**src/hw/rtl/bsd_pkg.sv**
```systemverilog
// ----------------------------------------------------------------------------
// bsd_pkg
// Shared types and constants of the breath segment detector: window sizes,
// field widths, configuration register indexes and the structs that pass
// between the detector's submodules.
// ----------------------------------------------------------------------------
package bsd_pkg;

  // Window store geometry (depth must stay a power of two: pointers wrap)
  localparam int MaxWindow = 32;
  localparam int WinAw     = $clog2(MaxWindow);
  localparam int WinCw     = $clog2(MaxWindow + 1);

  // Field widths
  localparam int SampleW = 16;
  localparam int Med2W   = SampleW + 1;
  localparam int DiffW   = SampleW + 2;
  localparam int CleanW  = 18;
  localparam int IdxW    = 32;
  localparam int AreaW   = 48;
  localparam int RunW    = 8;
  localparam int CfgW    = 16;

  typedef logic signed [SampleW-1:0] sample_t;

  // Configuration register indexes
  typedef enum logic [1:0] {
    CfgWindowLen  = 2'd0,
    CfgZeroLevel  = 2'd1,
    CfgZeroSigma  = 2'd2,
    CfgMinZeroRun = 2'd3
  } cfg_idx_e;

  // Window read request
  typedef struct packed {
    logic             re;
    logic [WinAw-1:0] addr;
  } win_rd_t;

  // Settings seen by the segmenter (run already forced to at least one)
  typedef struct packed {
    sample_t             base_level;
    logic [CfgW-1:0]     dead_band;
    logic [RunW-1:0]     run;
  } seg_cfg_t;

  // One result word
  typedef struct packed {
    logic signed [CleanW-1:0] clean;
    logic [IdxW-1:0]          index;
    logic                     done;
    logic [IdxW-1:0]          seg_start;
    logic [IdxW-1:0]          seg_end;
    logic signed [AreaW-1:0]  area;
  } seg_res_t;

endpackage

```
**src/hw/rtl/bsd_window.sv**
```systemverilog
// ----------------------------------------------------------------------------
// bsd_window
// Sample window store: one write port, one read port with registered data.
// Entries are undefined until written.
// ----------------------------------------------------------------------------
module bsd_window
  import bsd_pkg::*;
(
  input  logic             clk_i,
  input  logic             we_i,
  input  logic [WinAw-1:0] waddr_i,
  input  sample_t          wdata_i,
  input  win_rd_t          rd_i,
  output sample_t          rd_data_o
);

  sample_t mem_q [MaxWindow];
  sample_t rd_data_q;

  // write port
  always_ff @(posedge clk_i) begin
    if (we_i) begin
      mem_q[waddr_i] <= wdata_i;
    end
  end

  // registered read port
  always_ff @(posedge clk_i) begin
    if (rd_i.re) begin
      rd_data_q <= mem_q[rd_i.addr];
    end
  end

  assign rd_data_o = rd_data_q;

endmodule

```
**src/hw/rtl/bsd_median.sv**
```systemverilog
// ----------------------------------------------------------------------------
// bsd_median
// Rank selection median at twice scale. For each candidate of the window one
// pass reads every entry and compares it with the candidate through a single
// shared comparator; ties are broken by age. Candidates whose rank is the
// lower or upper middle are kept, and their sum is the doubled median.
// ----------------------------------------------------------------------------
module bsd_median
  import bsd_pkg::*;
(
  input  logic                    clk_i,
  input  logic                    rst_ni,
  input  logic                    start_i,
  input  logic [WinCw-1:0]        win_len_i,
  input  logic [WinAw-1:0]        wr_ptr_i,
  output win_rd_t                 rd_o,
  input  sample_t                 rd_data_i,
  output logic                    done_o,
  output logic signed [Med2W-1:0] med2_o
);

  // issue side
  logic             busy_q;
  logic [WinCw-1:0] j_q;   // candidate age
  logic [WinCw-1:0] k_q;   // 0: candidate read, else compare with age k-1
  logic [WinCw-1:0] age;
  logic             pass_end;
  logic             cand_last;

  // data side (the cycle after the read)
  logic             p_vld_q;
  logic             p_cand_q;
  logic             p_last_q;
  logic             p_final_q;
  logic [WinAw-1:0] p_age_q;
  logic             done_q;

  sample_t          cand_q;
  logic [WinAw-1:0] cage_q;
  logic [WinAw-1:0] rank_q;
  sample_t          lo_q;
  sample_t          hi_q;

  logic             less;
  logic [WinAw-1:0] rank_nx;
  logic [WinCw-1:0] hi_rank;
  logic [WinCw-1:0] lo_rank;

  // read address: age 0 is the newest sample
  assign age       = (k_q == '0) ? j_q : k_q - WinCw'(1);
  assign pass_end  = (k_q == win_len_i);
  assign cand_last = (j_q == win_len_i - WinCw'(1));
  assign rd_o.re   = busy_q;
  assign rd_o.addr = wr_ptr_i - WinAw'(1) - age[WinAw-1:0];

  // shared comparator and rank count
  assign less    = (rd_data_i < cand_q) || ((rd_data_i == cand_q) && (p_age_q < cage_q));
  assign rank_nx = rank_q + WinAw'(less);
  assign hi_rank = win_len_i >> 1;
  assign lo_rank = win_len_i[0] ? hi_rank : hi_rank - WinCw'(1);

  // sequencer
  always_ff @(posedge clk_i or negedge rst_ni) begin
    if (!rst_ni) begin
      busy_q    <= 1'b0;
      j_q       <= '0;
      k_q       <= '0;
      p_vld_q   <= 1'b0;
      p_cand_q  <= 1'b0;
      p_last_q  <= 1'b0;
      p_final_q <= 1'b0;
      p_age_q   <= '0;
      done_q    <= 1'b0;
    end else begin
      p_vld_q   <= busy_q;
      p_cand_q  <= (k_q == '0);
      p_last_q  <= pass_end;
      p_final_q <= cand_last;
      p_age_q   <= age[WinAw-1:0];
      done_q    <= p_vld_q && p_last_q && p_final_q;
      if (start_i) begin
        busy_q <= 1'b1;
        j_q    <= '0;
        k_q    <= '0;
      end else if (busy_q) begin
        if (pass_end) begin
          k_q <= '0;
          if (cand_last) begin
            busy_q <= 1'b0;
          end else begin
            j_q <= j_q + WinCw'(1);
          end
        end else begin
          k_q <= k_q + WinCw'(1);
        end
      end
    end
  end

  // candidate, rank and middle values
  always_ff @(posedge clk_i) begin
    if (p_vld_q) begin
      if (p_cand_q) begin
        cand_q <= rd_data_i;
        cage_q <= p_age_q;
        rank_q <= '0;
      end else begin
        rank_q <= rank_nx;
        if (p_last_q) begin
          if ({1'b0, rank_nx} == lo_rank) begin
            lo_q <= cand_q;
          end
          if ({1'b0, rank_nx} == hi_rank) begin
            hi_q <= cand_q;
          end
        end
      end
    end
  end

  assign done_o = done_q;
  assign med2_o = {lo_q[SampleW-1], lo_q} + {hi_q[SampleW-1], hi_q};

endmodule

```
**src/hw/rtl/bsd_segment.sv**
```systemverilog
// ----------------------------------------------------------------------------
// bsd_segment
// Dead zone and segmenter. Three steps per word: baseline difference, dead
// zone, then the zero-run / segment state update with a saturating area sum.
// ----------------------------------------------------------------------------
module bsd_segment
  import bsd_pkg::*;
(
  input  logic                    clk_i,
  input  logic                    rst_ni,
  input  logic                    go_i,
  input  seg_cfg_t                cfg_i,
  input  logic signed [Med2W-1:0] med2_i,
  output logic                    upd_o,
  output seg_res_t                res_o
);

  typedef enum logic [1:0] {
    SegIdle,
    SegDiff,
    SegClean,
    SegUpdate
  } seg_state_e;

  typedef enum logic [1:0] {
    ModeWait,
    ModeArmed,
    ModeSeg
  } seg_mode_e;

  localparam logic signed [AreaW-1:0] AreaMax = {1'b0, {(AreaW-1){1'b1}}};
  localparam logic signed [AreaW-1:0] AreaMin = {1'b1, {(AreaW-1){1'b0}}};

  seg_state_e state_q;
  seg_mode_e  mode_q, mode_d;

  logic signed [DiffW-1:0]  d_q;
  logic signed [CleanW-1:0] clean_q;
  logic [RunW-1:0]          zr_q, zr_d;
  logic [IdxW-1:0]          idx_q;
  logic [IdxW-1:0]          start_q, start_d;
  logic signed [AreaW-1:0]  acc_q, acc_d;

  logic [DiffW-1:0]         sig2;
  logic                     dead;
  logic [RunW-1:0]          zr_inc;
  logic signed [AreaW:0]    sum;
  logic signed [AreaW-1:0]  sum_sat;
  seg_res_t                 res;

  // dead zone test
  assign sig2 = {1'b0, cfg_i.dead_band, 1'b0};
  assign dead = d_q[DiffW-1] || (d_q < $signed(sig2));

  // saturating area add
  assign sum     = {acc_q[AreaW-1], acc_q} + {{(AreaW+1-CleanW){clean_q[CleanW-1]}}, clean_q};
  assign sum_sat = (sum[AreaW] != sum[AreaW-1]) ? (sum[AreaW] ? AreaMin : AreaMax)
                                                : sum[AreaW-1:0];
  assign zr_inc  = (zr_q == {RunW{1'b1}}) ? zr_q : zr_q + RunW'(1);

  // segment state update
  always_comb begin
    mode_d        = mode_q;
    zr_d          = zr_q;
    start_d       = start_q;
    acc_d         = acc_q;
    res           = '0;
    res.clean     = clean_q;
    res.index     = idx_q;
    if (clean_q == '0) begin
      zr_d = zr_inc;
      unique case (mode_q)
        ModeWait: begin
          if (zr_inc >= cfg_i.run) begin
            mode_d = ModeArmed;
          end
        end
        ModeSeg: begin
          if (zr_inc >= cfg_i.run) begin
            res.done      = 1'b1;
            res.seg_start = start_q;
            res.seg_end   = idx_q - IdxW'(zr_inc) + IdxW'(1);
            res.area      = acc_q;
            mode_d        = ModeArmed;
            acc_d         = '0;
          end
        end
        default: mode_d = ModeArmed;
      endcase
    end else begin
      zr_d = '0;
      unique case (mode_q)
        ModeArmed: begin
          mode_d  = ModeSeg;
          start_d = idx_q;
          acc_d   = AreaW'(clean_q);
        end
        ModeSeg: acc_d = sum_sat;
        default: mode_d = ModeWait;
      endcase
    end
  end

  // step sequencer and state
  always_ff @(posedge clk_i or negedge rst_ni) begin
    if (!rst_ni) begin
      state_q <= SegIdle;
      mode_q  <= ModeWait;
      zr_q    <= '0;
      idx_q   <= '0;
      start_q <= '0;
      acc_q   <= '0;
    end else begin
      unique case (state_q)
        SegIdle: begin
          if (go_i) begin
            state_q <= SegDiff;
          end
        end
        SegDiff:  state_q <= SegClean;
        SegClean: state_q <= SegUpdate;
        SegUpdate: begin
          state_q <= SegIdle;
          mode_q  <= mode_d;
          zr_q    <= zr_d;
          idx_q   <= idx_q + IdxW'(1);
          start_q <= start_d;
          acc_q   <= acc_d;
        end
        default: state_q <= SegIdle;
      endcase
    end
  end

  // datapath steps
  always_ff @(posedge clk_i) begin
    if (state_q == SegIdle && go_i) begin
      d_q <= {cfg_i.base_level[SampleW-1], cfg_i.base_level, 1'b0}
             - {med2_i[Med2W-1], med2_i};
    end
    if (state_q == SegDiff) begin
      clean_q <= dead ? '0 : -d_q;
    end
  end

  assign upd_o = (state_q == SegUpdate);
  assign res_o = res;

endmodule

```
**src/hw/rtl/breath_segment_detector_core.sv**
```systemverilog
// ----------------------------------------------------------------------------
// breath_segment_detector_core
// A taken sample runs through the single-comparator median (w+1 reads per
// candidate, w the effective window length) and then the segmenter steps
// before its result word is raised. The input stalls until the word is in
// the output register; a finished word may wait there while the next sample is
// taken. Samples that leave the window short give no word and do not stall
// the input. Reset clears all control state.
// ----------------------------------------------------------------------------
module breath_segment_detector_core
  import bsd_pkg::*;
(
  input  logic                     clk_i,
  input  logic                     rst_ni,
  // configuration
  input  logic                     cfg_we_i,
  input  logic [1:0]               cfg_idx_i,
  input  logic [CfgW-1:0]          cfg_wdata_i,
  // sample channel
  input  logic                     in_valid_i,
  output logic                     in_stall_o,
  input  logic signed [SampleW-1:0] sample_i,
  // result channel
  output logic                     out_valid_o,
  input  logic                     out_stall_i,
  output logic signed [CleanW-1:0] clean_value_o,
  output logic [IdxW-1:0]          sample_index_o,
  output logic                     segment_done_o,
  output logic [IdxW-1:0]          segment_start_o,
  output logic [IdxW-1:0]          segment_end_o,
  output logic signed [AreaW-1:0]  segment_area_o
);

  typedef enum logic [1:0] {
    TopIdle,
    TopMedian,
    TopWait,
    TopSegment
  } top_state_e;

  top_state_e state_q;

  // configuration registers
  logic [WinCw-1:0] win_len_q;
  sample_t          base_level_q;
  logic [CfgW-1:0]  dead_band_q;
  logic [RunW-1:0]  min_run_q;

  logic [WinCw-1:0] fill_q;
  logic [WinAw-1:0] wp_q;
  logic             out_valid_q;
  seg_res_t         out_q;

  logic             in_acc;
  logic [WinCw-1:0] fill_nx;
  logic [WinCw-1:0] w_eff;
  logic             med_start;
  logic             out_free;
  logic             seg_go;
  seg_cfg_t         seg_cfg;

  win_rd_t                 win_rd;
  sample_t                 win_rd_data;
  logic                    med_done;
  logic signed [Med2W-1:0] med2;
  logic                    seg_upd;
  seg_res_t                seg_res;

  // handshakes and window bookkeeping
  assign in_stall_o = (state_q != TopIdle);
  assign in_acc     = in_valid_i && !in_stall_o;
  assign fill_nx    = (fill_q == WinCw'(MaxWindow)) ? fill_q : fill_q + WinCw'(1);
  assign w_eff      = (win_len_q == '0) ? WinCw'(1)
                    : (win_len_q > WinCw'(MaxWindow)) ? WinCw'(MaxWindow) : win_len_q;
  assign med_start  = in_acc && (fill_nx >= w_eff);
  assign out_free   = !out_valid_q || !out_stall_i;
  assign seg_go     = (state_q == TopWait) && out_free;

  assign seg_cfg.base_level = base_level_q;
  assign seg_cfg.dead_band  = dead_band_q;
  assign seg_cfg.run        = (min_run_q == '0) ? RunW'(1) : min_run_q;

  // configuration writes
  always_ff @(posedge clk_i or negedge rst_ni) begin
    if (!rst_ni) begin
      win_len_q    <= WinCw'(5);
      base_level_q <= '0;
      dead_band_q  <= '0;
      min_run_q    <= RunW'(5);
    end else if (cfg_we_i) begin
      unique case (cfg_idx_i)
        CfgWindowLen:  win_len_q    <= cfg_wdata_i[WinCw-1:0];
        CfgZeroLevel:  base_level_q <= cfg_wdata_i;
        CfgZeroSigma:  dead_band_q  <= cfg_wdata_i;
        CfgMinZeroRun: min_run_q    <= cfg_wdata_i[RunW-1:0];
        default: ;
      endcase
    end
  end

  // control sequencer and output valid
  always_ff @(posedge clk_i or negedge rst_ni) begin
    if (!rst_ni) begin
      state_q     <= TopIdle;
      fill_q      <= '0;
      wp_q        <= '0;
      out_valid_q <= 1'b0;
    end else begin
      if (out_valid_q && !out_stall_i) begin
        out_valid_q <= 1'b0;
      end
      unique case (state_q)
        TopIdle: begin
          if (in_acc) begin
            fill_q <= fill_nx;
            wp_q   <= wp_q + WinAw'(1);
            if (med_start) begin
              state_q <= TopMedian;
            end
          end
        end
        TopMedian: begin
          if (med_done) begin
            state_q <= TopWait;
          end
        end
        TopWait: begin
          if (seg_go) begin
            state_q <= TopSegment;
          end
        end
        TopSegment: begin
          if (seg_upd) begin
            out_valid_q <= 1'b1;
            state_q     <= TopIdle;
          end
        end
        default: state_q <= TopIdle;
      endcase
    end
  end

  // output word register
  always_ff @(posedge clk_i) begin
    if (seg_upd) begin
      out_q <= seg_res;
    end
  end

  bsd_window u_window (
    .clk_i     (clk_i),
    .we_i      (in_acc),
    .waddr_i   (wp_q),
    .wdata_i   (sample_i),
    .rd_i      (win_rd),
    .rd_data_o (win_rd_data)
  );

  bsd_median u_median (
    .clk_i     (clk_i),
    .rst_ni    (rst_ni),
    .start_i   (med_start),
    .win_len_i (w_eff),
    .wr_ptr_i  (wp_q),
    .rd_o      (win_rd),
    .rd_data_i (win_rd_data),
    .done_o    (med_done),
    .med2_o    (med2)
  );

  bsd_segment u_segment (
    .clk_i  (clk_i),
    .rst_ni (rst_ni),
    .go_i   (seg_go),
    .cfg_i  (seg_cfg),
    .med2_i (med2),
    .upd_o  (seg_upd),
    .res_o  (seg_res)
  );

  assign out_valid_o     = out_valid_q;
  assign clean_value_o   = out_q.clean;
  assign sample_index_o  = out_q.index;
  assign segment_done_o  = out_q.done;
  assign segment_start_o = out_q.seg_start;
  assign segment_end_o   = out_q.seg_end;
  assign segment_area_o  = out_q.area;

endmodule

```
**config.mk**
```make
export PLATFORM = sky130hd
export DESIGN_NAME = breath_segment_detector_core
export DESIGN_NICKNAME = d
export VERILOG_FILES = /design/src/hw/rtl/bsd_pkg.sv /design/src/hw/rtl/bsd_window.sv /design/src/hw/rtl/bsd_median.sv /design/src/hw/rtl/bsd_segment.sv /design/src/hw/rtl/breath_segment_detector_core.sv
export SDC_FILE = /design/constraint.sdc
export NUM_CORES = 1
export LEC_CHECK = 0
export ABC_AREA = 1
export BUFFER_PORTS_ARGS = -buffer_cell sky130_fd_sc_hd__buf_2
export CAP_MARGIN = 20
export CORE_UTILIZATION = 40
export CTS_CLUSTER_DIAMETER = 120
export DETAILED_ROUTE_END_ITERATION = 10
export PLACE_DENSITY = 0.52
export SYNTH_ARGS = -nofsm -noshare
export SYNTH_HDL_FRONTEND = slang
export SYNTH_SLANG_ARGS = --single-unit
```
**constraint.sdc**
```tcl
create_clock -name clk_i -period 17.4 [get_ports clk_i]
set_input_delay 0 -clock clk_i [delete_from_list [all_inputs] [get_ports clk_i]]
set_output_delay 0 -clock clk_i [all_outputs]
set_load 0.02 [all_outputs]
```
==> PnR_summary.wiki, run 1 <==
{| class="wikitable"
! Metric !! Value
|-
| Wire length of the first global-routing pass || 194 mm
|-
| Core Region || 118000 µm²
|-
| Synth async-reset ratio || 20.9%
|-
| Post-synthesis average cell area || 10.6 µm²
|-
| Cell area reported after detailed placement || 50900 µm²
|-
| Count of yosys warnings during synthesis || 0
|-
| Final critical-path share of the clock period || 31.1%
|-
| Total of fill cells in the finished design || 11083
|-
| Synth cell types || 55
|-
| Remaining max-slew budget at the tightest pin || 31.7%
|-
| Number of H-tree branching levels || 3
|-
| Root buffer cell || clkbuf_16
|-
| RSZ-0062 raised after global routing || no
|-
| Die Area || 121000 µm²
|-
| Number of antenna violations at the first check in global routing || 0
|-
| Detailed-route vias per instance || 5.01
|-
| Average detailed-routed wire length per instance || 19.6 µm
|-
| Final hold violations || 0
|-
| Design Area, Final || 54900 µm²
|-
| Routed Antenna Nets || 0
|-
| Area share of fa/ha/maj cells after synthesis || 6.27%
|-
| Final critical path time including I/O delays and setup || 5.41 ns
|-
| P_leak || 22.9 nW
|-
| Area Growth Syn to Fin || 14.5%
|-
| Total overflow reported by the global router || 0
|-
| Number of flops mapped to enable cells by yosys || 785
|-
| Post-Syn Area || 48000 µm²
|-
| Maximum Capacitance Violations || 0
|-
| Synthesized netlist cell count || 4539
|-
| Max IR drop VDD || 0.000433 V
|-
| Main combinational cell family by area after synthesis || simple AND/OR/NAND/NOR gates
|-
| Count of input and output buffers || 203
|-
| Hold path startpoint || out_stall_i
|-
| Number of buffers added by the clock tree synthesis step || 108
|-
| Crit Reg-Reg Startpoint || u_median.k_q[0]
|-
| Number of buffers on the longest clock path || 3
|-
| Max FO, Critical Path || 52
|-
| Initial DRT Pass Iterations || 7
|-
| Number of violations reported at the end of detailed-routing iteration 0 || 2181
|-
| Worst min-delay path endpoint || out_valid_o
|-
| Number of global-route vias before repair || 32039
|-
| Gates resized, CTS repair || 0
|-
| Total area of multi-input combinational cells || 16300 µm²
|-
| Critical Path Sink Type || flip-flop
|-
| Xor-xnor portion of the synthesized cell area || 2.62%
|-
| Number of setup violations in the final report || 0
|-
| Register-to-Register Path Depth || 18
|-
| Peak clock frequency supported by timing || 185 MHz
|-
| Capture point of the worst reg-to-reg path || u_window.rd_data_o[2]
|-
| Measured slew at the worst slew-check pin || 1.02 ns
|-
| Most common flop cell mapped by yosys || edfxtp_1
|-
| Setup Skew || 0.0380 ns
|-
| Pins Over Slew Limit || 0
|-
| Number of buffers added for setup after CTS || 0
|-
| Sequential fraction of the synthesis area || 60.0%
|-
| Basic-gate share of the synthesized area counting and, or, nand and nor cells || 11.8%
|-
| Die Span X || 348 µm
|-
| R2R Setup Slk || 11.99 ns
|-
| Combined flip-flop and latch cell area || 28800 µm²
|-
| Worst hold path class || in2reg
|-
| Nets in the synthesized netlist || 4807
|-
| Fraction of the mapped netlist area in compound gates || 10.0%
|-
| Total power divided by cell area || 197 nW/µm²
|-
| Startpoint-to-endpoint class of the critical path || reg2reg
|-
| Mux share of post-synthesis cell area || 3.01%
|-
| Later-pin clock latency in the skew report || 0.71 ns
|-
| Y dimension of the die || 348 µm
|-
| Final layout net count || 5077
|-
| Maximum number of pins on one net before global-route repair || 129
|-
| Clock slew seen by the registers of the worst setup and hold paths || 0.06 ns
|-
| TritonCTS clock tree || built
|-
| Seq cells post-synth || 992
|-
| Total Routing Usage GR || 21.0%
|-
| Data required time of the worst path || 17.80 ns
|-
| Final HPWL from detailed placement || 85.7 mm
|-
| Top-Level Pins || 204
|-
| Share of cells above drive strength 1 || 10.1%
|-
| Setup TNS || 0 ns
|-
| Final RePlAce weighted congestion || 0.933
|-
| Post-Route WL || 127 mm
|-
| Hold buffer count at cts || 43
|-
| Site Rows || 126
|-
| DRC viols || 0
|-
| Category of the worst setup path launch point || flip-flop
|-
| Routed via count || 32556
|-
| Initial core utilization || 40.5%
|-
| Clock Sinks || 992
|-
| Status || completed
|-
| Number of stages on the worst hold path || 4
|-
| Arrival time worst endpoint || 5.81 ns
|}
## cell families (layout without fill, tap and decap cells)
group,count (synthesis),count (layout)
other cells,0,2
buf+inv,784,1143
mux,144,144
compound gates,885,885
xor+xnor,141,141
simple gates,1364,1364
fa+ha+maj,229,229
flops,992,992
## sequential cells by signal, summed over array words and instances (netlist names), 8 cells and up
| register | flops |
|---|---|
| u_window.mem_q | 512 |
| segment_area_o | 48 |
| u_segment.acc_q | 48 |
| sample_index_o | 32 |
| segment_end_o | 32 |
| segment_start_o | 32 |
| u_segment.idx_q | 32 |
| u_segment.start_q | 32 |
| clean_value_o | 18 |
| u_segment.clean_q | 18 |
| u_segment.d_q | 18 |
| base_level_q | 16 |
| dead_band_q | 16 |
| u_median.cand_q | 16 |
| u_median.hi_q | 16 |
| u_median.lo_q | 16 |
| u_window.rd_data_o | 16 |
| min_run_q | 8 |
| u_segment.zr_q | 8 |
## worst max-delay path: stages (launching register included)
cell and delay [ns]:
dfrtp_1 0.42, inv_1 0.17, ha_1 0.17, inv_1 0.04, nor2_1 0.10, nand2_1 0.20, o21ai_0 0.41, ha_4 0.20
inv_1 0.05, fa_4 1.04, buf_4 0.64, buf_4 0.66, a21oi_1 0.07, o21ai_0 0.10, o21ai_0 0.10, nand2_1 0.10
a21oi_1 0.07, a31oi_1 0.39, mux2i_1 0.14
## final cells by class
cell class	instances	share of cell area (%)
clock inverter	58	1.15
sequential	992	52.4
multi-input combinational	2763	29.6
clock buffer	141	5.31
timing repair buffer	305	3.54
tap	1600	3.64
inverter	639	4.37
antenna	2	0.00911
## layout by cell type (no fill, tap or decap), types with 5 or more instances in the layout
cell type	instances
a31oi_1	50
o21bai_1	17
clkbuf_16	110
dlygate4sd3_1	42
fa_1	18
nor4_1	10
clkbuf_8	5
o22ai_1	8
xnor2_1	51
mux2i_1	144
o21a_1	5
clkinvlp_4	9
o31ai_1	6
o211ai_1	68
nand3_1	121
or2_2	12
dfrtp_1	203
buf_2	202
edfxtp_1	785
nor3_1	34
clkinv_2	16
nor3_2	5
o21ai_1	20
clkbuf_1	26
inv_2	12
nor2_1	348
clkinv_1	15
xor2_1	86
nor3b_1	5
a21oi_1	308
nor2_2	11
o21ai_0	380
inv_1	625
buf_4	56
ha_1	208
nand4_1	40
bufinv_16	10
nand2_2	11
nand2_1	749
## power by group
group / internal [mW] / switching (mW)
Combinational: 1.72 / 3.59
Clock: 1.33 / 0.956
Sequential: 3.01 / 0.200
## stage by stage
stage	utilization [%]	setup WS (ns)	total power [mW]	hold slack [ns]	cells
after floorplan	-	11.13	6.95	-0.296	4539
after global placement	43.0	12.09	8.52	0.0669	6254
after detailed placement	43.0	12.03	8.58	0.0657	6254
after CTS	46.4	12.00	10.9	0.0315	6496
after global routing	46.4	11.62	11.6	0.0833	6498
final	46.4	11.99	10.8	0.0888	6500
## metal layers
layer  global-route usage (%)  wire length (µm)
met5                        0                 0
met4                     6.50              3840
met3                     2.32              4250
met2                     36.2             62700
met1                     27.5             56600
## worst max path at each step
| stage | startpoint | end | slack [ns] | cells after the start |
|---|---|---|---|---|
| 3_5_place_dp | u_median.k_q[0] | u_window.rd_data_o[13] | 12.03 | 18 |
| 4_1_cts | u_median.k_q[0] | u_window.rd_data_o[13] | 12.00 | 18 |
| 2_1_floorplan | u_segment.state_q[0] | u_segment.idx_q[21] | 11.13 | 11 |
| 5_1_grt | u_median.k_q[0] | u_window.rd_data_o[13] | 11.62 | 18 |
| 6_report | u_median.k_q[0] | u_window.rd_data_o[2] | 11.99 | 18 |
| 3_3_place_gp | u_median.k_q[0] | u_window.rd_data_o[2] | 12.09 | 18 |
## synthesized netlist by cell type, drive strengths merged (41+ instances only)
master / number / area (µm²)
a21oi: 309 / 1550
a31oi: 50 / 313
buf: 42 / 239
clkbuf: 103 / 387
dfrtp: 203 / 5080
edfxtp: 785 / 23600
ha: 210 / 2630
inv: 639 / 2400
mux2i: 144 / 1440
nand2: 762 / 2900
nand3: 123 / 628
nand4: 41 / 263
nor2: 362 / 1400
o211ai: 68 / 510
o21ai: 402 / 2020
xnor2: 54 / 480
xor2: 86 / 753
No activity file was read; power rests on OpenSTA's default activity.
==> run 2, diff against run 1 <==
- ABC_AREA: 1 -> 0
- PLACE_DENSITY: 0.52 -> 0.54
- clock period: 17.4 -> 4.7 ns (I/O delays scaled with it)
==> run 2 against run 1 <==
Against the previous run: routed wire length decreased by 19%; cell area decreased by 4.8%; first-iteration DRC count decreased by 37%; cell count decreased by 24%; sequential share of layout area increased by 2.6 points; critical path depth unchanged; fmax increased by 22%; synthesized cell count decreased by 32%.
==> PnR_summary.wiki, run 2 <==
{| class="wikitable"
! Metric !! Value
|-
| Count of yosys warnings during synthesis || 0 (unchanged)
|-
| Nets in the synthesized netlist || 3338 (was 4807)
|-
| Top-Level Pins || 204 (unchanged)
|-
| Count of input and output buffers || 203 (unchanged)
|-
| Area share of the leading cell type in the synthesized netlist || 52.3% (was 49.2%)
|-
| Fraction of power consumed by sequential logic || 51.9% (was 29.7%)
|-
| Cell internal power dissipation || 14.6 mW (was 6.06 mW)
|-
| Synth async-reset ratio || 20.9% (unchanged)
|-
| Y dimension of the die || 338 µm (was 348 µm)
|-
| Status || completed (unchanged)
|-
| Total power divided by cell area || 355 nW/µm² (was 197 nW/µm²)
|-
| Peak clock frequency supported by timing || 225 MHz (was 185 MHz)
|-
| Max IR drop VDD || 0.000410 V (was 0.000433 V)
|-
| Sequential fraction of the synthesis area || 63.7% (was 60.0%)
|-
| Final critical-path share of the clock period || 94.6% (was 31.1%)
|-
| Measured slew at the worst slew-check pin || 1.01 ns (was 1.02 ns)
|-
| Commonest cells after routing, fill and taps aside || 785 x edfxtp_1, 208 x ha_1, 203 x dfrtp_1, 202 x buf_2, 194 x nand2_1 (was 785 x edfxtp_1, 749 x nand2_1, 625 x inv_1, 380 x o21ai_0, 348 x nor2_1)
|-
| Leading cell types by total area after synthesis || edfxtp_1 52%, dfrtp_1 11%, mux4_2 8.0% (was edfxtp_1 49%, dfrtp_1 11%, nand2_1 5.9%)
|-
| Remaining max-slew budget at the tightest pin || 32.2% (was 31.7%)
|-
| Wire length of the first global-routing pass || 159 mm (was 194 mm)
|-
| Routed Antenna Nets || 0 (unchanged)
|-
| Busiest grt layer || met2 (unchanged)
|-
| Number of setup violations in the final report || 0 (unchanged)
|-
| Switching Power || 3.91 mW (was 4.75 mW)
|-
| Maximum Capacitance Violations || 0 (unchanged)
|-
| Post-synthesis average cell area || 14.7 µm² (was 10.6 µm²)
|-
| Met1 track utilization from global routing || 23.2% (was 27.5%)
|-
| Number of violations reported at the end of detailed-routing iteration 0 || 1365 (was 2181)
|-
| Number of buffers on the longest clock path || 3 (unchanged)
|-
| Site Rows || 122 (was 126)
|-
| Clock Sinks || 992 (unchanged)
|-
| Maximum number of pins on one net before global-route repair || 132 (was 129)
|-
| Met2 Resource Use GR || 32.0% (was 36.2%)
|-
| Total Routing Usage GR || 18.3% (was 21.0%)
|-
| Design Area, Final || 52300 µm² (was 54900 µm²)
|-
| DRC viols || 0 (unchanged)
|-
| Synth cell types || 74 (was 55)
|-
| Proportion of power drawn by combinational gates || 4.1% (was 49.1%)
|-
| Setup Skew || 0.0345 ns (was 0.0380 ns)
|-
| Setup TNS || 0 ns (unchanged)
|-
| Initial DRT Pass Iterations || 4 (was 7)
|-
| Most used standard cell by instance count after synthesis || edfxtp_1 (unchanged)
|-
| Final hold violations || 0 (unchanged)
|-
| Die Span X || 338 µm (was 348 µm)
|-
| Detailed-route vias per instance || 5.24 (was 5.01)
|-
| Synthesized netlist cell count || 3070 (was 4539)
|-
| Root buffer cell || clkbuf_16 (unchanged)
|-
| Final HPWL from detailed placement || 66.9 mm (was 85.7 mm)
|-
| Arrival time worst endpoint || 4.88 ns (was 5.81 ns)
|-
| Total power consumption of the routed design || 18.5 mW (was 10.8 mW)
|-
| Number of antenna violations at the first check in global routing || 9 (was 0)
|-
| Leading area contributor after synthesis || edfxtp_1 (unchanged)
|-
| Number of stages on the worst hold path || 3 (was 4)
|-
| Number of buffers added by the clock tree synthesis step || 105 (was 108)
|-
| Final layout net count || 3657 (was 5077)
|-
| Most common library cell in the layout ignoring fill and taps || edfxtp_1 (unchanged)
|-
| Most flop-heavy register || u_window.mem_q (unchanged)
|-
| Total of fill cells in the finished design || 9697 (was 11083)
|-
| Startpoint-to-endpoint class of the critical path || reg2reg (unchanged)
|-
| Initial core utilization || 40.5% (about the same)
|-
| Data required time of the worst path || 5.13 ns (was 17.80 ns)
|-
| Post-Route WL || 104 mm (was 127 mm)
|-
| Clock network fraction of design power || 44.0% (was 21.2%)
|-
| Critical Path Sink Type || flip-flop (unchanged)
|-
| Post-Syn Area || 45100 µm² (was 48000 µm²)
|-
| TritonCTS clock tree || built (unchanged)
|-
| Number of H-tree branching levels || 3 (unchanged)
|-
| P_leak || 19.1 nW (was 22.9 nW)
|-
| Final critical path time including I/O delays and setup || 4.45 ns (was 5.41 ns)
|-
| Routed via count || 26007 (was 32556)
|-
| Final RePlAce weighted congestion || 0.874 (was 0.933)
|-
| Max FO, Critical Path || 8 (was 52)
|-
| Number of global-route vias before repair || 26981 (was 32039)
|-
| Later-pin clock latency in the skew report || 0.70 ns (was 0.71 ns)
|-
| Final worst-path setup slack || 0.252 ns (was 11.99 ns)
|-
| Area Growth Syn to Fin || 15.9% (was 14.5%)
|-
| Most common flop cell mapped by yosys || edfxtp_1 (unchanged)
|-
| Switching power as a share of total power || 21.1% (was 43.9%)
|-
| Cell area reported after detailed placement || 48400 µm² (was 50900 µm²)
|-
| Core Region || 111000 µm² (was 118000 µm²)
|-
| Pins Over Slew Limit || 0 (unchanged)
|-
| Die Area || 114000 µm² (was 121000 µm²)
|-
| Met3 track demand over resource || 3.04% (was 2.32%)
|-
| Clock slew seen by the registers of the worst setup and hold paths || 0.06 ns (about the same)
|-
| RSZ-0062 raised after global routing || yes (was no)
|-
| Worst slack, placed || -0.0779 ns (was 12.03 ns)
|-
| Number of flops mapped to enable cells by yosys || 785 (unchanged)
|-
| Total overflow reported by the global router || 0 (unchanged)
|-
| Seq cells post-synth || 992 (unchanged)
|-
| Category of the worst setup path launch point || flip-flop (unchanged)
|-
| Share of cells above drive strength 1 || 20.7% (was 10.1%)
|-
| Average detailed-routed wire length per instance || 20.9 µm (was 19.6 µm)
|-
| Flip-flop count of the largest register, all copies and words added || 512 (unchanged)
|-
| Commonest cells post-synth || 785 x edfxtp_1, 210 x ha_1, 203 x dfrtp_1 (was 785 x edfxtp_1, 749 x nand2_1, 626 x inv_1)
|-
| Register-to-Register Path Depth || 18 (unchanged)
|-
| Worst hold path class || in2reg (unchanged)
|}
-- run 2: cell types whose count changed after synthesis, sizes merged, moves of 142 or more --
cell / before / now
mux2i: 144 / 2
o21ai: 402 / 148
nand2: 762 / 194
inv: 639 / 172
mux4: 0 / 160
nor2: 362 / 201
a21oi: 309 / 110
-- run 2: what timing repair did --
item / in CTS / in global routing
pin swaps: 0 / 1
hold endpoints to repair: 657 / 0
endpoints found under the setup margin: 2 / 21
hold buffers: 41 / 0
buffers inserted: 0 / 0
resized for setup: 1 / 10
-- run 2: layer usage --
metal	part of all wire [%]	routed length, µm	up-vias
met2	50	52200	582
met5	0.081	84	-
met4	2.8	2950	12
li1	-	-	12136
met3	4.1	4270	193
met1	43	44100	13084
-- run 2: worst max-delay path: stages (launching register included) --
cell	delay (ns)
dfrtp_1	0.37
ha_1	0.22
nand2_1	0.11
nor2_2	0.16
nand3_2	0.18
nand2b_1	0.19
xor2_2	0.20
ha_1	0.26
ha_1	0.34
nor2b_2	0.19
o31a_1	0.35
o31ai_4	0.31
o221ai_1	0.21
a221o_1	0.37
o221ai_2	0.21
o2111ai_1	0.16
a21oi_1	0.21
xnor2_1	0.14
nor2_1	0.05
-- run 2: power by group through the flow --
stage                     clock network [mW]  logic (mW)  registers, mW
after global placement                     0       0.709           9.80
after detailed placement                   0       0.737           9.81
after floorplan                            0       0.506           9.77
after global routing                    8.70       0.864           9.64
final                                   8.16       0.759           9.63
after CTS                               8.39       0.773           9.63
-- run 2: cell families (layout without fill, tap and decap cells) --
kind of cell | Yosys count | in the layout | share of synthesized area [%]
other | 0 | 3 | 0
flip-flops | 992 | 992 | 63.7
buffers and inverters | 275 | 676 | 2.33
XOR/XNOR | 180 | 180 | 3.49
adder cells (fa/ha/maj) | 229 | 229 | 6.67
AND/OR/NAND/NOR | 696 | 696 | 7.35
AO/OA/AOI/OAI | 462 | 462 | 6.53
multiplexers | 236 | 236 | 9.88
-- run 2: final cells by class --
type                    instances  area [µm²]  share of cell area, %
clock inverters                51         534                   1.02
clock buffers                 138        2890                   5.52
multi-input cells            1803       15500                   29.6
inverters                     173         649                   1.24
repair buffers                314        2100                   4.02
well taps                    1488        1860                   3.56
diodes                          3        7.51                 0.0144
flip-flops and latches        992       28800                   55.0
-- run 2: path summary, 6_finish.rpt --
path	from	to	slack (ns)
min reg2reg	u_median.p_age_q[0]	u_median.cage_q[0]	0.44
max	u_segment.zr_q[1]	segment_end_o[31]	0.25
min in group asynchronous	rst_ni	u_segment.start_q[25]	0.47
max in group asynchronous	rst_ni	u_segment.zr_q[4]	3.50
max reg2reg	u_segment.zr_q[1]	segment_end_o[31]	0.25
min	cfg_wdata_i[14]	dead_band_q[14]	0.11
-- run 2: per-stage QoR --
step | std cells | hold WS (ns) | util, %
floorplan | 3070 | -0.296 | -
global placement | 4729 | 0.0402 | 43.5
detailed placement | 4729 | 0.0479 | 43.5
CTS | 4959 | 0.0583 | 46.9
global route | 4962 | 0.0692 | 47.0
finish | 4962 | 0.115 | 47.0
==> run 3, diff against run 2 <==
- SYNTH_HIERARCHICAL: unset -> 1
==> run 3 against run 2 <==
Against the previous run: sequential power up 23%; critical path depth increased by 1; via count is 7.3% higher; worst setup slack got worse by 0.10 ns; synthesized area is 3.6% higher; sequential share of layout area shrank 1.3 points; total power grew 110%; combinational power grew to 26 times the previous value; flip-flop and latch count is the same; global-route usage fell by 0.65 points; highest routed layer is now met4.
==> PnR_summary.wiki, run 3 <==
{| class="wikitable"
! Metric !! Value
|-
| Status || completed (unchanged)
|-
| Number of global-route vias before repair || 27390 (was 26981)
|-
| Area Growth Syn to Fin || 14.7% (was 15.9%)
|-
| Number of violations reported at the end of detailed-routing iteration 0 || 1408 (was 1365)
|-
| Number of antenna violations at the first check in global routing || 0 (was 9)
|-
| Seq cells post-synth || 992 (unchanged)
|-
| Y dimension of the die || 344 µm (was 338 µm)
|-
| Category of the worst setup path launch point || flip-flop (unchanged)
|-
| Maximum number of pins on one net before global-route repair || 89 (was 132)
|-
| Most flop-heavy register || u_window/mem_q (was u_window.mem_q)
|-
| Max IR drop VDD || 0.00106 V (was 0.000410 V)
|-
| Total power consumption of the routed design || 39.8 mW (was 18.5 mW)
|-
| Leading cell types by total area after synthesis || edfxtp_1 50%, dfrtp_1 11%, ha_1 5.8% (was edfxtp_1 52%, dfrtp_1 11%, mux4_2 8.0%)
|-
| Final critical path time including I/O delays and setup || 4.55 ns (was 4.45 ns)
|-
| Site Rows || 125 (was 122)
|-
| Count of yosys warnings during synthesis || 6 (was 0)
|-
| Post-Syn Area || 46700 µm² (was 45100 µm²)
|-
| Total Routing Usage GR || 17.7% (was 18.3%)
|-
| Non-filler cells in the finished layout || 5463 (was 4962)
|-
| Root buffer cell || clkbuf_16 (unchanged)
|-
| Wire length of the first global-routing pass || 161 mm (was 159 mm)
|-
| Most common library cell in the layout ignoring fill and taps || edfxtp_1 (unchanged)
|-
| Average detailed-routed wire length per instance || 19.2 µm (was 20.9 µm)
|-
| DRC viols || 0 (unchanged)
|-
| Final critical-path share of the clock period || 96.8% (was 94.6%)
|-
| Number of buffers on the longest clock path || 3 (unchanged)
|-
| Number of buffers added by the clock tree synthesis step || 105 (unchanged)
|-
| Clock Sinks || 992 (unchanged)
|-
| Crit path largest cell delay || 0.43 ns (was 0.37 ns)
|-
| Area share of the leading cell type in the synthesized netlist || 50.4% (was 52.3%)
|-
| Worst hold path class || in2reg (unchanged)
|-
| Number of flops mapped to enable cells by yosys || 785 (unchanged)
|-
| Synth cell types || 107 (was 74)
|-
| Post-Route WL || 105 mm (was 104 mm)
|-
| Top-Level Pins || 204 (unchanged)
|-
| Number of buffer and inverter instances along the worst setup path || 2 (was 0)
|-
| Routed via count || 27909 (was 26007)
|-
| Commonest cells after routing, fill and taps aside || 785 x edfxtp_1, 263 x mux2i_1, 224 x nand2_1, 212 x ha_1, 203 x dfrtp_1 (was 785 x edfxtp_1, 208 x ha_1, 203 x dfrtp_1, 202 x buf_2, 194 x nand2_1)
|-
| Design Area, Final || 53600 µm² (was 52300 µm²)
|-
| Number of placed instances with taps included || 5215 (was 4729)
|-
| Flip-flop count of the largest register, all copies and words added || 512 (unchanged)
|-
| Nets in the synthesized netlist || 3801 (was 3338)
|-
| Leading area contributor after synthesis || edfxtp_1 (unchanged)
|-
| Worst hold slack after final layout || 0.165 ns (was 0.115 ns)
|-
| Critical path, cell by cell || and3_4, and2_4, nand4_1, mux2_4, ha_1, inv_1, ha_2, inv_1, fa_2, nor2b_1, o31ai_1, a31oi_1, a311o_1, a31o_2, o21a_1, a31o_2, a221oi_2, xor2_1, nor2_1 (was ha_1, nand2_1, nor2_2, nand3_2, nand2b_1, xor2_2, ha_1, ha_1, nor2b_2, o31a_1, o31ai_4, o221ai_1, a221o_1, o221ai_2, o2111ai_1, a21oi_1, xnor2_1, nor2_1)
|-
| Total of fill cells in the finished design || 10554 (was 9697)
|-
| P_leak || 21.5 nW (was 19.1 nW)
|-
| Final HPWL from detailed placement || 69.4 mm (was 66.9 mm)
|-
| Most common flop cell mapped by yosys || edfxtp_1 (unchanged)
|-
| Total area of multi-input combinational cells || 16600 µm² (was 15500 µm²)
|-
| Combined flip-flop and latch cell area || 28800 µm² (unchanged)
|-
| Maximum Capacitance Violations || 0 (unchanged)
|-
| Final hold violations || 0 (unchanged)
|-
| Startpoint-to-endpoint class of the critical path || reg2reg (unchanged)
|-
| Number of setup violations in the final report || 0 (unchanged)
|-
| Initial DRT Pass Iterations || 7 (was 4)
|-
| Data required time of the worst path || 5.12 ns (was 5.13 ns)
|-
| Final RePlAce weighted congestion || 0.832 (was 0.874)
|-
| Pins Over Slew Limit || 0 (unchanged)
|-
| Number of H-tree branching levels || 3 (unchanged)
|-
| Commonest cells post-synth || 785 x edfxtp_1, 263 x mux2i_1, 224 x nand2_1 (was 785 x edfxtp_1, 210 x ha_1, 203 x dfrtp_1)
|-
| Detailed-route vias per instance || 5.11 (was 5.24)
|-
| Synth async-reset ratio || 20.9% (unchanged)
|-
| R2R Setup Slk || 0.15 ns (was 0.25 ns)
|-
| Synthesized netlist cell count || 3542 (was 3070)
|-
| Core Region || 116000 µm² (was 111000 µm²)
|-
| Count of input and output buffers || 203 (unchanged)
|-
| Setup Skew || 0.0414 ns (was 0.0345 ns)
|-
| Routed Antenna Nets || 0 (unchanged)
|-
| Total overflow reported by the global router || 0 (unchanged)
|-
| Later-pin clock latency in the skew report || 0.68 ns (was 0.70 ns)
|-
| Max FO, Critical Path || 4 (was 8)
|-
| Measured slew at the worst slew-check pin || 1.10 ns (was 1.01 ns)
|-
| Post-synthesis average cell area || 13.2 µm² (was 14.7 µm²)
|-
| Clock slew seen by the registers of the worst setup and hold paths || 0.06 ns (about the same)
|-
| Sequential fraction of the synthesis area || 61.5% (was 63.7%)
|-
| Final layout net count || 4103 (was 3657)
|-
| Largest delay contributor family on the critical path || compound AO/OA/AOI/OAI gates (unchanged)
|-
| Peak clock frequency supported by timing || 220 MHz (was 225 MHz)
|-
| Remaining max-slew budget at the tightest pin || 26.5% (was 32.2%)
|-
| Die Area || 118000 µm² (was 114000 µm²)
|-
| Slowest library cell on the worst path || dfrtp_1 (unchanged)
|-
| Total power divided by cell area || 743 nW/µm² (was 355 nW/µm²)
|-
| Arrival time worst endpoint || 4.97 ns (was 4.88 ns)
|-
| Critical Path Sink Type || flip-flop (unchanged)
|-
| Die Span X || 344 µm (was 338 µm)
|-
| Initial core utilization || 40.3% (was 40.5%)
|-
| TritonCTS clock tree || built (unchanged)
|-
| Share of cells above drive strength 1 || 15.9% (was 20.7%)
|-
| Setup TNS || 0 ns (unchanged)
|-
| Cell area reported after detailed placement || 49600 µm² (was 48400 µm²)
|-
| Most used standard cell by instance count after synthesis || edfxtp_1 (unchanged)
|}
-- run 3: cell types whose count changed after synthesis, moves of 30 or more --
cell | previous run | this run
nand2_1 | 194 | 224
mux2i_1 | 2 | 263
a22o_1 | 0 | 35
a21oi_1 | 109 | 164
nand3_1 | 43 | 81
a22oi_1 | 2 | 66
mux4_2 | 160 | 0
-- run 3: metrics by stage --
step                utilization (%)  setup slack (ns)
floorplan                         -             0.366
global placement               42.8            0.0743
detailed placement             42.8            0.0796
CTS                            46.1            0.0295
global route                   46.2          -0.00954
finish                         46.2             0.149
-- run 3: logic make-up (layout without fill, tap and decap cells) --
family                   after synthesis  count (layout)  share of synthesized area, %
AO/OA/AOI/OAI                        648             648                          9.28
XOR/XNOR                             182             182                          3.41
adder cells (fa/ha/maj)              223             223                          6.04
buffers and inverters                304             698                          3.27
flip-flops                           992             992                          61.5
multiplexers                         327             327                          7.21
other                                  0               3                             0
AND/OR/NAND/NOR                      866             866                          9.25
-- run 3: final cells by class --
type | count | area share [%]
Multi-Input combinational cell | 2246 | 30.9
Clock inverter | 61 | 1.15
Clock buffer | 138 | 5.29
Timing Repair Buffer | 339 | 4.30
Inverter | 160 | 1.12
Antenna cell | 3 | 0.0140
Sequential cell | 992 | 53.7
Tap cell | 1524 | 3.56
-- run 3: worst min-delay path: cells and delay by family --
kind            cells  cell delay [ns]
compound gates      1             0.14
buf+inv             2             0.67
-- run 3: power breakdown --
group / leakage [nW] / total [mW] / internal [mW] / switching, mW
sequential: 9.98 / 11.8 / 11.1 / 0.708
combinational: 9.84 / 19.8 / 7.68 / 12.1
clock: 1.67 / 8.23 / 4.76 / 3.47
total: 21.5 / 39.8 / 23.5 / 16.3
-- run 3: what timing repair did --
action,in CTS,in global routing
endpoints found under the setup margin,0,2
setup buffers,0,5
hold buffers,41,0
resized for setup,0,7
endpoints found under the hold margin,724,0
-- run 3: worst paths after layout --
path | startpoint | to | depth (start not counted)
worst max-delay path | u_segment/zr_q[3] | segment_end_o[29] | 19
worst min-delay path | out_stall_i | out_valid_o | 3
worst max register to register | u_segment/zr_q[3] | segment_end_o[29] | 19
worst min register to register | u_median/p_age_q[0] | u_median/cage_q[0] | 0
max in group asynchronous | rst_ni | u_segment/start_q[22] | 4
min in group asynchronous | rst_ni | u_segment/acc_q[46] | 4
-- run 3: per-layer routing --
layer | wire, µm | vias up | part of all wire, % | global-route usage (%)
li1 | - | 13731 | - | -
met1 | 47800 | 13564 | 46 | 23.5
met2 | 50700 | 482 | 48 | 30.0
met3 | 3920 | 132 | 3.7 | 2.40
met4 | 2480 | 0 | 2.4 | 5.22
met5 | 0 | - | 0 | 0
